File: src/hdl/assert_macros.svh
// Assertion helpers used by the top-level RTL file.
`ifndef ASSERT_MACROS_SVH
`define ASSERT_MACROS_SVH

// Check a condition at every clock edge outside reset.
`define ASSERT_ALWAYS(lbl, expr, msg) \
    lbl: assert property (@(posedge clk) disable iff (!rst_n) (expr)) else $error(msg);

// Check that a condition holds in the cycle after a trigger.
`define ASSERT_NEXT(lbl, ante, cons, msg) \
    lbl: assert property (@(posedge clk) disable iff (!rst_n) (ante) |=> (cons)) else $error(msg);

`endif

File: src/hdl/plist_pkg.sv
package plist_pkg;

    localparam int PLIST_CAPACITY = 32;
    localparam int DATA_W         = 32;
    localparam int POS_W          = 6;
    localparam int MODE_W         = 3;
    localparam int STATUS_W       = 2;
    localparam int LEN_W          = 6;
    localparam int IN_W           = 48;
    localparam int OUT_W          = 48;

    localparam logic [MODE_W-1:0] MODE_RETRIEVE = 3'd0;
    localparam logic [MODE_W-1:0] MODE_REPLACE  = 3'd1;
    localparam logic [MODE_W-1:0] MODE_INSERT   = 3'd2;
    localparam logic [MODE_W-1:0] MODE_REMOVE   = 3'd3;
    localparam logic [MODE_W-1:0] MODE_CLEAR    = 3'd4;

    localparam logic [STATUS_W-1:0] ST_OK    = 2'd0;
    localparam logic [STATUS_W-1:0] ST_RANGE = 2'd1;
    localparam logic [STATUS_W-1:0] ST_OVER  = 2'd2;
    localparam logic [STATUS_W-1:0] ST_UNDER = 2'd3;

    // Broadcast from the control logic to every cell of the row.
    typedef struct packed {
        logic              ins;
        logic              rem;
        logic              wr;
        logic [POS_W-1:0]  pos;
        logic [DATA_W-1:0] value;
    } ctl_t;

endpackage

File: src/hdl/plist_cell.sv
module plist_cell #(
    parameter int IDX = 0
) (
    input  logic                          clk,
    input  plist_pkg::ctl_t               ctl,
    input  logic [plist_pkg::DATA_W-1:0]  left,   // word of the cell below
    input  logic [plist_pkg::DATA_W-1:0]  right,  // word of the cell above
    output logic [plist_pkg::DATA_W-1:0]  word,
    output logic [plist_pkg::DATA_W-1:0]  rd
);
    import plist_pkg::*;

    localparam logic [POS_W-1:0] IDX_P = POS_W'(IDX);

    logic [DATA_W-1:0] word_reg;
    logic [DATA_W-1:0] word_next;
    logic              sel;

    assign sel  = (ctl.pos == IDX_P);
    assign word = word_reg;
    assign rd   = sel ? word_reg : '0;

    always_comb
    begin
        word_next = word_reg;
        if (ctl.ins)
        begin
            // shift up above the insertion point, take the new word at it
            if (ctl.pos < IDX_P)
                word_next = left;
            else if (sel)
                word_next = ctl.value;
        end
        else if (ctl.rem)
        begin
            if (ctl.pos <= IDX_P)
                word_next = right;
        end
        else if (ctl.wr && sel)
        begin
            word_next = ctl.value;
        end
    end

    always_ff @(posedge clk)
    begin
        word_reg <= word_next;
    end

endmodule

File: src/hdl/positional_list_engine_top.sv
// An accepted request's result is registered and reaches the m_ side in the next cycle.
// Throughput: one request per cycle; every cell of the row shifts in the same
//   cycle, and the output register frees s_tready whenever its result is taken.
// Reset: rst_n (asynchronous, active low) empties the list and the output
//   register; stored words keep their bits and are only read after a write.
module positional_list_engine_top #(
    parameter int CAPACITY = plist_pkg::PLIST_CAPACITY
) (
    input  logic                         clk,
    input  logic                         rst_n,
    input  logic                         s_tvalid,
    output logic                         s_tready,
    // [2:0] mode, [8:3] position, [40:9] value_in, [47:41] zero
    input  logic [plist_pkg::IN_W-1:0]   s_tdata,
    output logic                         m_tvalid,
    input  logic                         m_tready,
    // [1:0] status, [33:2] value_out, [39:34] length, [40] is_full,
    // [41] is_empty, [47:42] zero
    output logic [plist_pkg::OUT_W-1:0]  m_tdata
);
    import plist_pkg::*;

    localparam int CNT_W = $clog2(CAPACITY + 1);
    localparam int CMP_W = (CNT_W > POS_W) ? CNT_W : POS_W;
    localparam int RES_W = STATUS_W + DATA_W + LEN_W + 2;

    logic [CNT_W-1:0]    used_reg;
    logic [CNT_W-1:0]    used_next;
    logic                out_valid_reg;
    logic [RES_W-1:0]    out_data_reg;
    logic [RES_W-1:0]    out_data_next;

    logic                acc;
    logic [MODE_W-1:0]   mode;
    logic [POS_W-1:0]    pos;
    logic [DATA_W-1:0]   value_in;
    logic [CMP_W-1:0]    pos_ext;
    logic [CMP_W-1:0]    used_ext;
    logic [STATUS_W-1:0] status;
    logic                ins_ok;
    logic                rem_ok;
    logic                wr_ok;
    logic                rd_ok;
    logic [DATA_W-1:0]   rd_bus;
    logic [DATA_W-1:0]   value_out;
    logic                is_full;
    logic                is_empty;
    ctl_t                ctl;

    logic [DATA_W-1:0]   cell_word [CAPACITY];
    logic [DATA_W-1:0]   cell_rd   [CAPACITY];

    assign acc      = s_tvalid && s_tready;
    assign s_tready = !out_valid_reg || m_tready;
    assign mode     = s_tdata[MODE_W-1:0];
    assign pos      = s_tdata[MODE_W+POS_W-1:MODE_W];
    assign value_in = s_tdata[MODE_W+POS_W+DATA_W-1:MODE_W+POS_W];
    assign pos_ext  = CMP_W'(pos);
    assign used_ext = CMP_W'(used_reg);

    always_comb
    begin
        status    = ST_OK;
        ins_ok    = 1'b0;
        rem_ok    = 1'b0;
        wr_ok     = 1'b0;
        rd_ok     = 1'b0;
        used_next = used_reg;
        case (mode)
            MODE_RETRIEVE:
            begin
                if (pos_ext >= used_ext)
                    status = ST_RANGE;
                else
                    rd_ok = 1'b1;
            end
            MODE_REPLACE:
            begin
                if (pos_ext >= used_ext)
                    status = ST_RANGE;
                else
                    wr_ok = 1'b1;
            end
            MODE_INSERT:
            begin
                // full is checked before the position
                if (used_reg == CNT_W'(CAPACITY))
                    status = ST_OVER;
                else if (pos_ext > used_ext)
                    status = ST_RANGE;
                else
                begin
                    ins_ok    = 1'b1;
                    used_next = CNT_W'(used_reg + 1'b1);
                end
            end
            MODE_REMOVE:
            begin
                if (used_reg == '0)
                    status = ST_UNDER;
                else if (pos_ext >= used_ext)
                    status = ST_RANGE;
                else
                begin
                    rem_ok    = 1'b1;
                    rd_ok     = 1'b1;
                    used_next = CNT_W'(used_reg - 1'b1);
                end
            end
            MODE_CLEAR:
            begin
                used_next = '0;
            end
            default:
            begin
                status = ST_RANGE;
            end
        endcase
    end

    assign ctl.ins   = acc && ins_ok;
    assign ctl.rem   = acc && rem_ok;
    assign ctl.wr    = acc && wr_ok;
    assign ctl.pos   = pos;
    assign ctl.value = value_in;

    genvar gi;
    generate
        for (gi = 0; gi < CAPACITY; gi++)
        begin : g_cell
            logic [DATA_W-1:0] left_w;
            logic [DATA_W-1:0] right_w;
            if (gi == 0)
            begin : g_first
                assign left_w = '0;
            end
            else
            begin : g_mid_l
                assign left_w = cell_word[gi-1];
            end
            if (gi == CAPACITY - 1)
            begin : g_last
                assign right_w = '0;
            end
            else
            begin : g_mid_r
                assign right_w = cell_word[gi+1];
            end
            plist_cell #(
                .IDX (gi)
            ) u_cell (
                .clk   (clk),
                .ctl   (ctl),
                .left  (left_w),
                .right (right_w),
                .word  (cell_word[gi]),
                .rd    (cell_rd[gi])
            );
        end
    endgenerate

    // at most one cell drives a nonzero read word
    always_comb
    begin
        rd_bus = '0;
        for (int i = 0; i < CAPACITY; i++)
            rd_bus = rd_bus | cell_rd[i];
    end

    assign value_out     = rd_ok ? rd_bus : '0;
    assign is_full       = (used_next == CNT_W'(CAPACITY));
    assign is_empty      = (used_next == '0);
    assign out_data_next = {is_empty, is_full, LEN_W'(used_next), value_out, status};

    always_ff @(posedge clk or negedge rst_n)
    begin
        if (!rst_n)
        begin
            used_reg      <= '0;
            out_valid_reg <= 1'b0;
        end
        else
        begin
            if (acc)
            begin
                used_reg      <= used_next;
                out_valid_reg <= 1'b1;
            end
            else if (m_tready)
            begin
                out_valid_reg <= 1'b0;
            end
        end
    end

    always_ff @(posedge clk)
    begin
        if (acc)
            out_data_reg <= out_data_next;
    end

    assign m_tvalid = out_valid_reg;
    assign m_tdata  = OUT_W'(out_data_reg);

`include "assert_macros.svh"

    `ASSERT_ALWAYS(a_count_bound, used_reg <= CNT_W'(CAPACITY), "entry count above capacity")
    `ASSERT_NEXT(a_insert_grows, acc && ins_ok, used_reg == CNT_W'($past(used_reg) + 1'b1), "insert did not grow the list")
    `ASSERT_ALWAYS(a_over_full, !(out_valid_reg && out_data_reg[STATUS_W-1:0] == ST_OVER) || out_data_reg[RES_W-2], "overflow reported on a list that is not full")
    `ASSERT_ALWAYS(a_full_empty, !(out_valid_reg && out_data_reg[RES_W-1] && out_data_reg[RES_W-2]), "full and empty flags both set")

endmodule
File: config.mk
export PLATFORM = sky130hd
export DESIGN_NAME = positional_list_engine_top
export DESIGN_NICKNAME = d
export VERILOG_FILES = /design/src/hdl/plist_pkg.sv /design/src/hdl/plist_cell.sv /design/src/hdl/positional_list_engine_top.sv
export VERILOG_INCLUDE_DIRS = /design/src /design/src/hdl
export SDC_FILE = /design/constraint.sdc
export NUM_CORES = 2
export LEC_CHECK = 0
export ABC_AREA = 1
export BUFFER_PORTS_ARGS = -buffer_cell sky130_fd_sc_hd__buf_2
export CAP_MARGIN = 10
export CORE_ASPECT_RATIO = 2
export CORE_MARGIN = 4
export CORE_UTILIZATION = 25
export CTS_CLUSTER_DIAMETER = 120
export DETAILED_ROUTE_END_ITERATION = 10
export PLACE_DENSITY_LB_ADDON = 0.08
export SYNTH_ARGS = -nofsm -noshare
export SYNTH_HDL_FRONTEND = slang
export SYNTH_SLANG_ARGS = --single-unit
File: constraint.sdc
create_clock -name clk -period 11 [get_ports clk]
set_input_delay 1.1 -clock clk [delete_from_list [all_inputs] [get_ports clk]]
set_output_delay 1.1 -clock clk [all_outputs]
set_load 0.01 [all_outputs]
# Yosys cells after proc, flatten, opt, wreduce, memory -nomap -nowiden
# Cells that the tools add are included.
# word_totals
wordCells	588
reg_bits	1073
inputBits	52
out_inout_bits	50
# classes
n_bitwise	31
n_reduce_logical	108
n_eq_ne	101
magnitude_cmp	66
n_mux	244
n_addsub	2
# ops
operator	count
two-way mux 32 bit	224
OR 32 bit	31
!= test 3 x 1 -> 1 bit (second input constant)	64
== test 6 x 5 -> 1 bit (second input constant)	16
less-or-equal comparator 6 x 5 -> 1 bit (second input constant)	16
< comparator 6 x 5 -> 1 bit (second input constant)	16
AND reduction 3 bit	32
nonzero test 3 bit	32
== test 6 x 4 -> 1 bit (second input constant)	8
less-or-equal comparator 6 x 4 -> 1 bit (second input constant)	8
< comparator 6 x 4 -> 1 bit (second input constant)	8
logical AND 1 bit	36
== test 6 x 3 -> 1 bit (second input constant)	4
less-or-equal comparator 6 x 3 -> 1 bit (second input constant)	4
< comparator 6 x 3 -> 1 bit (second input constant)	4
two-way mux 6 bit	4
zero test 6 bit	3
case mux 6 bit (3 select lines)	1
== test 6 x 2 -> 1 bit (second input constant)	2
== test 6 bit (second input constant)	2
less-or-equal comparator 6 x 1 -> 1 bit (second input constant)	2
less-or-equal comparator 6 x 2 -> 1 bit (second input constant)	2
< comparator 6 x 1 -> 1 bit (second input constant)	2
< comparator 6 x 2 -> 1 bit (second input constant)	2
other kinds (17)	29

# Depth between registers and ports, before layout
# depth
ltp_word	33
depth_mapped	17
mapped_depth_nobuf	15

# Cells and area by module
# From an unflattened synthesis, not the netlist that was laid out.
# hier_totals
hier_cells	12145
hier_area_um2	84527.3
# modules_own_cells
mod	seq_area_each_um2	cells_each	area_each_um2	n_inst
plist_cell (g_cell[3].u_cell ...)	960.9	357	2482.4	2
positional_list_engine_top	1436.4	606	4672.0	1
plist_cell (g_cell[15].u_cell)	960.9	355	2756.4	1
plist_cell (g_cell[4].u_cell)	960.9	424	2750.1	1
plist_cell (g_cell[17].u_cell)	960.9	362	2677.6	1
plist_cell (g_cell[8].u_cell)	960.9	423	2643.8	1
plist_cell (g_cell[12].u_cell)	960.9	423	2635.0	1
plist_cell (g_cell[24].u_cell)	960.9	423	2615.0	1
plist_cell (g_cell[28].u_cell)	960.9	361	2578.7	1
plist_cell (g_cell[14].u_cell)	960.9	358	2553.7	1
plist_cell (g_cell[30].u_cell)	960.9	358	2533.7	1
plist_cell (g_cell[1].u_cell)	960.9	356	2514.9	1
plist_cell (g_cell[6].u_cell)	960.9	358	2512.4	1
plist_cell (g_cell[19].u_cell)	960.9	357	2509.9	1
+18 rows	--	--	--	--

# Worst setup path after synthesis
# No wires, ideal clock.
# synth_path
kind	input-to-reg
startpoint	in s_tdata[8] in the netlist's numbering
endpoint	reg g_cell[31].u_cell.word_reg[0] (enable)
arrival_ns	4.726
setup_time_ns	0.466
path_stages	13
setup_slack_ns	5.808
path_buffers	1
required_ns	10.534
path_cell_list	ha_1 -> nand2_1 -> inv_1 -> nand2_1 -> nand2_1 -> nor2_1 -> nand3_4 -> nand2_2 -> inv_2 -> nor2_8 -> inv_6 -> buf_6 -> o21ai_0
# synth_between
elab_chain_len	7
word_cells_on_any_way	20
# synth_lines
element	line	source
from (decl)	positional_list_engine_top.sv:14	input logic [plist_pkg::IN_W-1:0] s_tdata,
greater-than comparator 6 bit or >= comparator 6 bit (tied branches)	positional_list_engine_top.sv:89, positional_list_engine_top.sv:79, positional_list_engine_top.sv:101	
two-way mux 1 bit, on equally long branches	positional_list_engine_top.sv:89, positional_list_engine_top.sv:79, positional_list_engine_top.sv:101	
two-way mux 1 bit, on equally long branches	positional_list_engine_top.sv:87, positional_list_engine_top.sv:69, positional_list_engine_top.sv:99	
two-way mux 1 bit or logical AND 1 bit (tied branches)	positional_list_engine_top.sv:69, positional_list_engine_top.sv:123	
logical AND 1 bit, on equally long branches	positional_list_engine_top.sv:121, positional_list_engine_top.sv:122, plist_cell.sv:39	
!= test 3 x 1 -> 1 bit (no source line) or nonzero test 3 bit (tied branches)	--	
AND reduction 3 bit (no source line) (*)	--	
to (signal assigned)	plist_cell.sv:47	word_reg <= word_next;
to (decl)	plist_cell.sv:15	logic [DATA_W-1:0] word_reg;
# Mark *: on every way between the ends. The rest lies on a longest branch, timed or not.
# A chain may end at the register's enable or synchronous reset.

# Worst setup path after layout
# layout_path
startpoint	reg used_reg[2] (netlist: used_ext[2])
endpoint	reg g_cell[2].u_cell.word_reg[19] (enable)
# layout_between
elab_chain_len	7
word_cells_on_any_way	19
# layout_lines
element	line	source
from (decl)	positional_list_engine_top.sv:27	logic [CNT_W-1:0] used_reg;
from (signal assigned)	positional_list_engine_top.sv:186	used_reg <= used_next;
greater-than comparator 6 bit or >= comparator 6 bit (tied branches)	positional_list_engine_top.sv:89, positional_list_engine_top.sv:79, positional_list_engine_top.sv:101	
two-way mux 1 bit, on equally long branches	positional_list_engine_top.sv:89, positional_list_engine_top.sv:79, positional_list_engine_top.sv:101	
two-way mux 1 bit, on equally long branches	positional_list_engine_top.sv:87, positional_list_engine_top.sv:69, positional_list_engine_top.sv:99	
two-way mux 1 bit or logical AND 1 bit (tied branches)	positional_list_engine_top.sv:69, positional_list_engine_top.sv:123	
logical AND 1 bit, on equally long branches	positional_list_engine_top.sv:121, positional_list_engine_top.sv:122, plist_cell.sv:39	
!= test 3 x 1 -> 1 bit (no source line) or nonzero test 3 bit (tied branches)	--	
AND reduction 3 bit (no source line) (*)	--	
to (signal assigned)	plist_cell.sv:47	
to (decl)	plist_cell.sv:15	
# Marked as above.

==> key figures <==
Floorplan
  • Std-Cell Rows: 269
  • Boundary Pins: 102
  • Core outline area: 269000 sq um
  • Die width: 376 um
  • Die area: 280000 sq um
  • Die H: 744 um
  • Initial Utilization: about a quarter

Timing
  • Min Tclk post-route: 5550 ps
  • Final setup margin: 5450 ps
  • Final hold slack: 131 ps
  • Skew final: 44.3 ps
  • Fin. Hold Viols: 0
  • Setup tns final: 0 ps
  • Max_slew headroom: 11.8%
  • Final setup vio count: 0
  • RSZ-0062 raised after global routing: false
  • Maximum clock rate: 180 MHz
  • Worst-margin pin slew: 1320 ps
  • Tcrit/Tclk final: 50.5%
  • Final Max Tran Viols: 0

Synthesis
  • Yosys cell types: 49
  • Post-Syn Area per Cell: 9.06 sq um
  • #FFs+latches synth: 1073
  • Mapped cell area: 67700 sq um
  • Register area share after synthesis: between 40% and 50%
  • Ys flop type: edfxtp_1
  • EDFF count, synth: 1066
  • Synth Instances: 7469
  • Yosys warnings: 0
  • Ys async rst share: less than 1%

Power
  • Internal power: 7.31 mW
  • Pwr Density: 142 nW/um^2
  • Reg power frac: between 40% and 50%
  • Peak VDD IR: 0.138 mV
  • Leakage: 27.1 nW
  • Logic pwr share: 15.7%
  • Clk network pwr share: 40.3%
  • Psw: 3.34 mW
  • Sw Ratio: a little under a third

Route
  • Routed wl met3: 30200 um
  • Wire length per cell: 40.9 um
  • WL met1: 155000 um
  • TritonRoute pass-1 iters: 6
  • DRT antenna net count: 0
  • Met2 routed WL: 216000 um
  • Via count: 64300
  • Via density: 5.95
  • Drt drc: 0
  • Drt initial violations: 7909
  • Uppermost layer routed: met5
  • WL final: between 400000 and 500000 um

Worst setup path
  • Worst reg2reg endpoint: g_cell[2].u_cell.word[19]$_DFFE_PP_
  • R2R depth: 13
  • Flop2flop setup slack: 5450 ps
  • Crit Reg-Reg Startpoint: used_ext[2]$_DFFE_PN0P_
  • Worst Path Arrival: 5950 ps
  • CP Launch Type: flop
  • Critical Path Sink Type: flop
  • CP Class: reg -> reg
  • Worst-path fanout max: 23
  • CP required: roughly 11000 ps

Final layout
  • Nets: a little over 7000
  • Cell area after layout: 75000 sq um
  • Max reg flops: ~1000
  • FILL cells: 28600
  • Utilization after layout: 27.9%
  • Layout cell share with drive strength beyond 1: roughly 15%
  • Layout area overhead: 10.8%

Outcome
  • Status: completed

Min path
  • HP Class: in -> async

GRT
  • Initial antenna violation count: 42
  • Global-route wire length before repair: 579000 um
  • Vias in the first global route: 61400
  • Total grt overflow: 0
  • Largest net degree at the start of global routing: around 200
  • All-Layer GR Usage: 30.4%

Clock tree
  • Max clock buf depth: 3
  • Cts hold-fix bufs: 0
  • Post-CTS Resized: 0
  • Root Buffer Master: clkbuf_16
  • Clk Latency, worst-skew pair: 800 ps
  • H-tree levels: 3
  • Number of setup buffers added after CTS: 0
  • Worst-path clk slew: roughly 70 ps
  • # clock sinks: about 1100
  • Num CTS Buffers: 117
  • CTS tree: yes

Place
  • Hpwl dp: around 270000 um
  • # port buffers: 88
  • Placed inst area: 71100 sq um
  • Post-Place Worst Slack: around 4800 ps
  • GPL Wtd Cong: 0.875

Job
  • Max-cap violations: 0
-- Yosys cell counts, types with 3 or more instances --
master     count  area share (%)
a211oi_1      27            0.30
a21oi_1       19            0.14
a22oi_1       11            0.12
buf_1         40            0.22
buf_2        266             2.0
buf_4         41            0.45
buf_6         43            0.72
buf_8         20            0.44
clkbuf_1     302             1.7
clkinv_1       4           0.022
dfrtp_1        7            0.26
edfxtp_1    1066              47
ha_1           9            0.17
inv_1        756             4.2
inv_2         22            0.12
nand2_1     1987              11
nand2_2       14            0.13
nand2_8       20            0.59
nand3_1      382             2.8
nand3_2      102             1.5
nand3b_1       5           0.055
nand4_1       68            0.63
nor2_1       244             1.4
nor2_2        11            0.10
nor2_4         4           0.067
nor3_1        33            0.24
o2111ai_1      3           0.039
o211ai_1    1002              11
o211ai_2     337             6.2
o21ai_0      181             1.3
o21ai_1        5           0.037
o221ai_1      97             1.3
o22ai_1      315             2.9
xor2_1         6           0.078
-- cells in the final DEF, fill, tap and decap left out, drive strengths merged, types with 27 or more instances in the layout --
cell type  instances
nor2             261
clkinv            58
nand2           2021
o22ai            315
nand3            485
a211oi            27
edfxtp          1066
nor3              34
o221ai            98
o211ai          1339
nand4             68
diode             30
buf              275
inv              783
o21ai            187
clkbuf           149
-- layer usage --
| metal | vias to the layer above | track usage [%] |
|---|---|---|
| li1 | 26300 | - |
| met1 | 33000 | 33.4 |
| met2 | 3860 | 52.4 |
| met3 | 1185 | 4.80 |
| met4 | 16 | 23.6 |
| met5 | - | 0 |
-- critical path, cell delays in order, from the launching register on --
cell and delay (ps):
dfrtp_1 580, inv_1 230, ha_1 320, nand2_1 70, nor2_2 50, nand2_2 100
nand3_2 120, nor2_1 390, nand2_1 610, inv_1 300, nor2_4 190, buf_4 340
a21oi_4 920, buf_4 760
-- power groups by stage --
stage          clock network, mW  logic (mW)  registers [mW]
3_5_place_dp                   0        1.64            4.77
4_1_cts                     4.37        1.65            4.68
5_1_grt                     4.48        1.75            4.69
6_report                    4.29        1.67            4.68
2_1_floorplan                  0        1.02            4.76
3_3_place_gp                   0        1.63            4.77
-- metrics by stage --
stage	instances	power, mW
detailed placement	10600	6.42
global placement	10600	6.40
floorplan	7474	5.78
global route	10800	10.9
finish	10800	10.6
CTS	10800	10.7
-- kinds of logic after synthesis --
kind of cell	Yosys count	synth area share (%)
AOI/OAI and AO/OA	2002	23.6
xor gates and xnor gates	8	0.104
buffers and inverters	1500	9.92
and+or+nand+nor	2876	18.7
adders and majority gates	9	0.166
other	1	0.00554
DFF	1073	47.6
-- how the worst max path moves through the flow --
stage / start / to / slack [ps]
after CTS: used_ext[2]$_DFFE_PN0P_ / g_cell[2].u_cell.word[19]$_DFFE_PP_ / 5520
final: used_ext[2]$_DFFE_PN0P_ / g_cell[2].u_cell.word[19]$_DFFE_PP_ / 5450
after global routing: used_ext[3]$_DFFE_PN0P_ / g_cell[2].u_cell.word[19]$_DFFE_PP_ / 5450
after global placement: s_tdata[8] / g_cell[2].u_cell.word[21]$_DFFE_PP_ / 4740
after floorplan: s_tdata[8] / g_cell[31].u_cell.word[0]$_DFFE_PP_ / 5810
after detailed placement: s_tdata[8] / g_cell[2].u_cell.word[21]$_DFFE_PP_ / 4790
-- layout make-up --
class | count | area (sq um) | area share, %
Sequential cell | 1073 | 32200 | 42.9
Antenna cell | 30 | 75.1 | 0.100
Tap cell | 3523 | 4410 | 5.88
Timing Repair Buffer | 275 | 1980 | 2.64
Multi-Input combinational cell | 4901 | 29500 | 39.4
Clock inverter | 68 | 618 | 0.825
Inverter | 786 | 3000 | 4.00
Clock buffer | 149 | 3150 | 4.21
No activity file was read; power rests on OpenSTA's default activity.
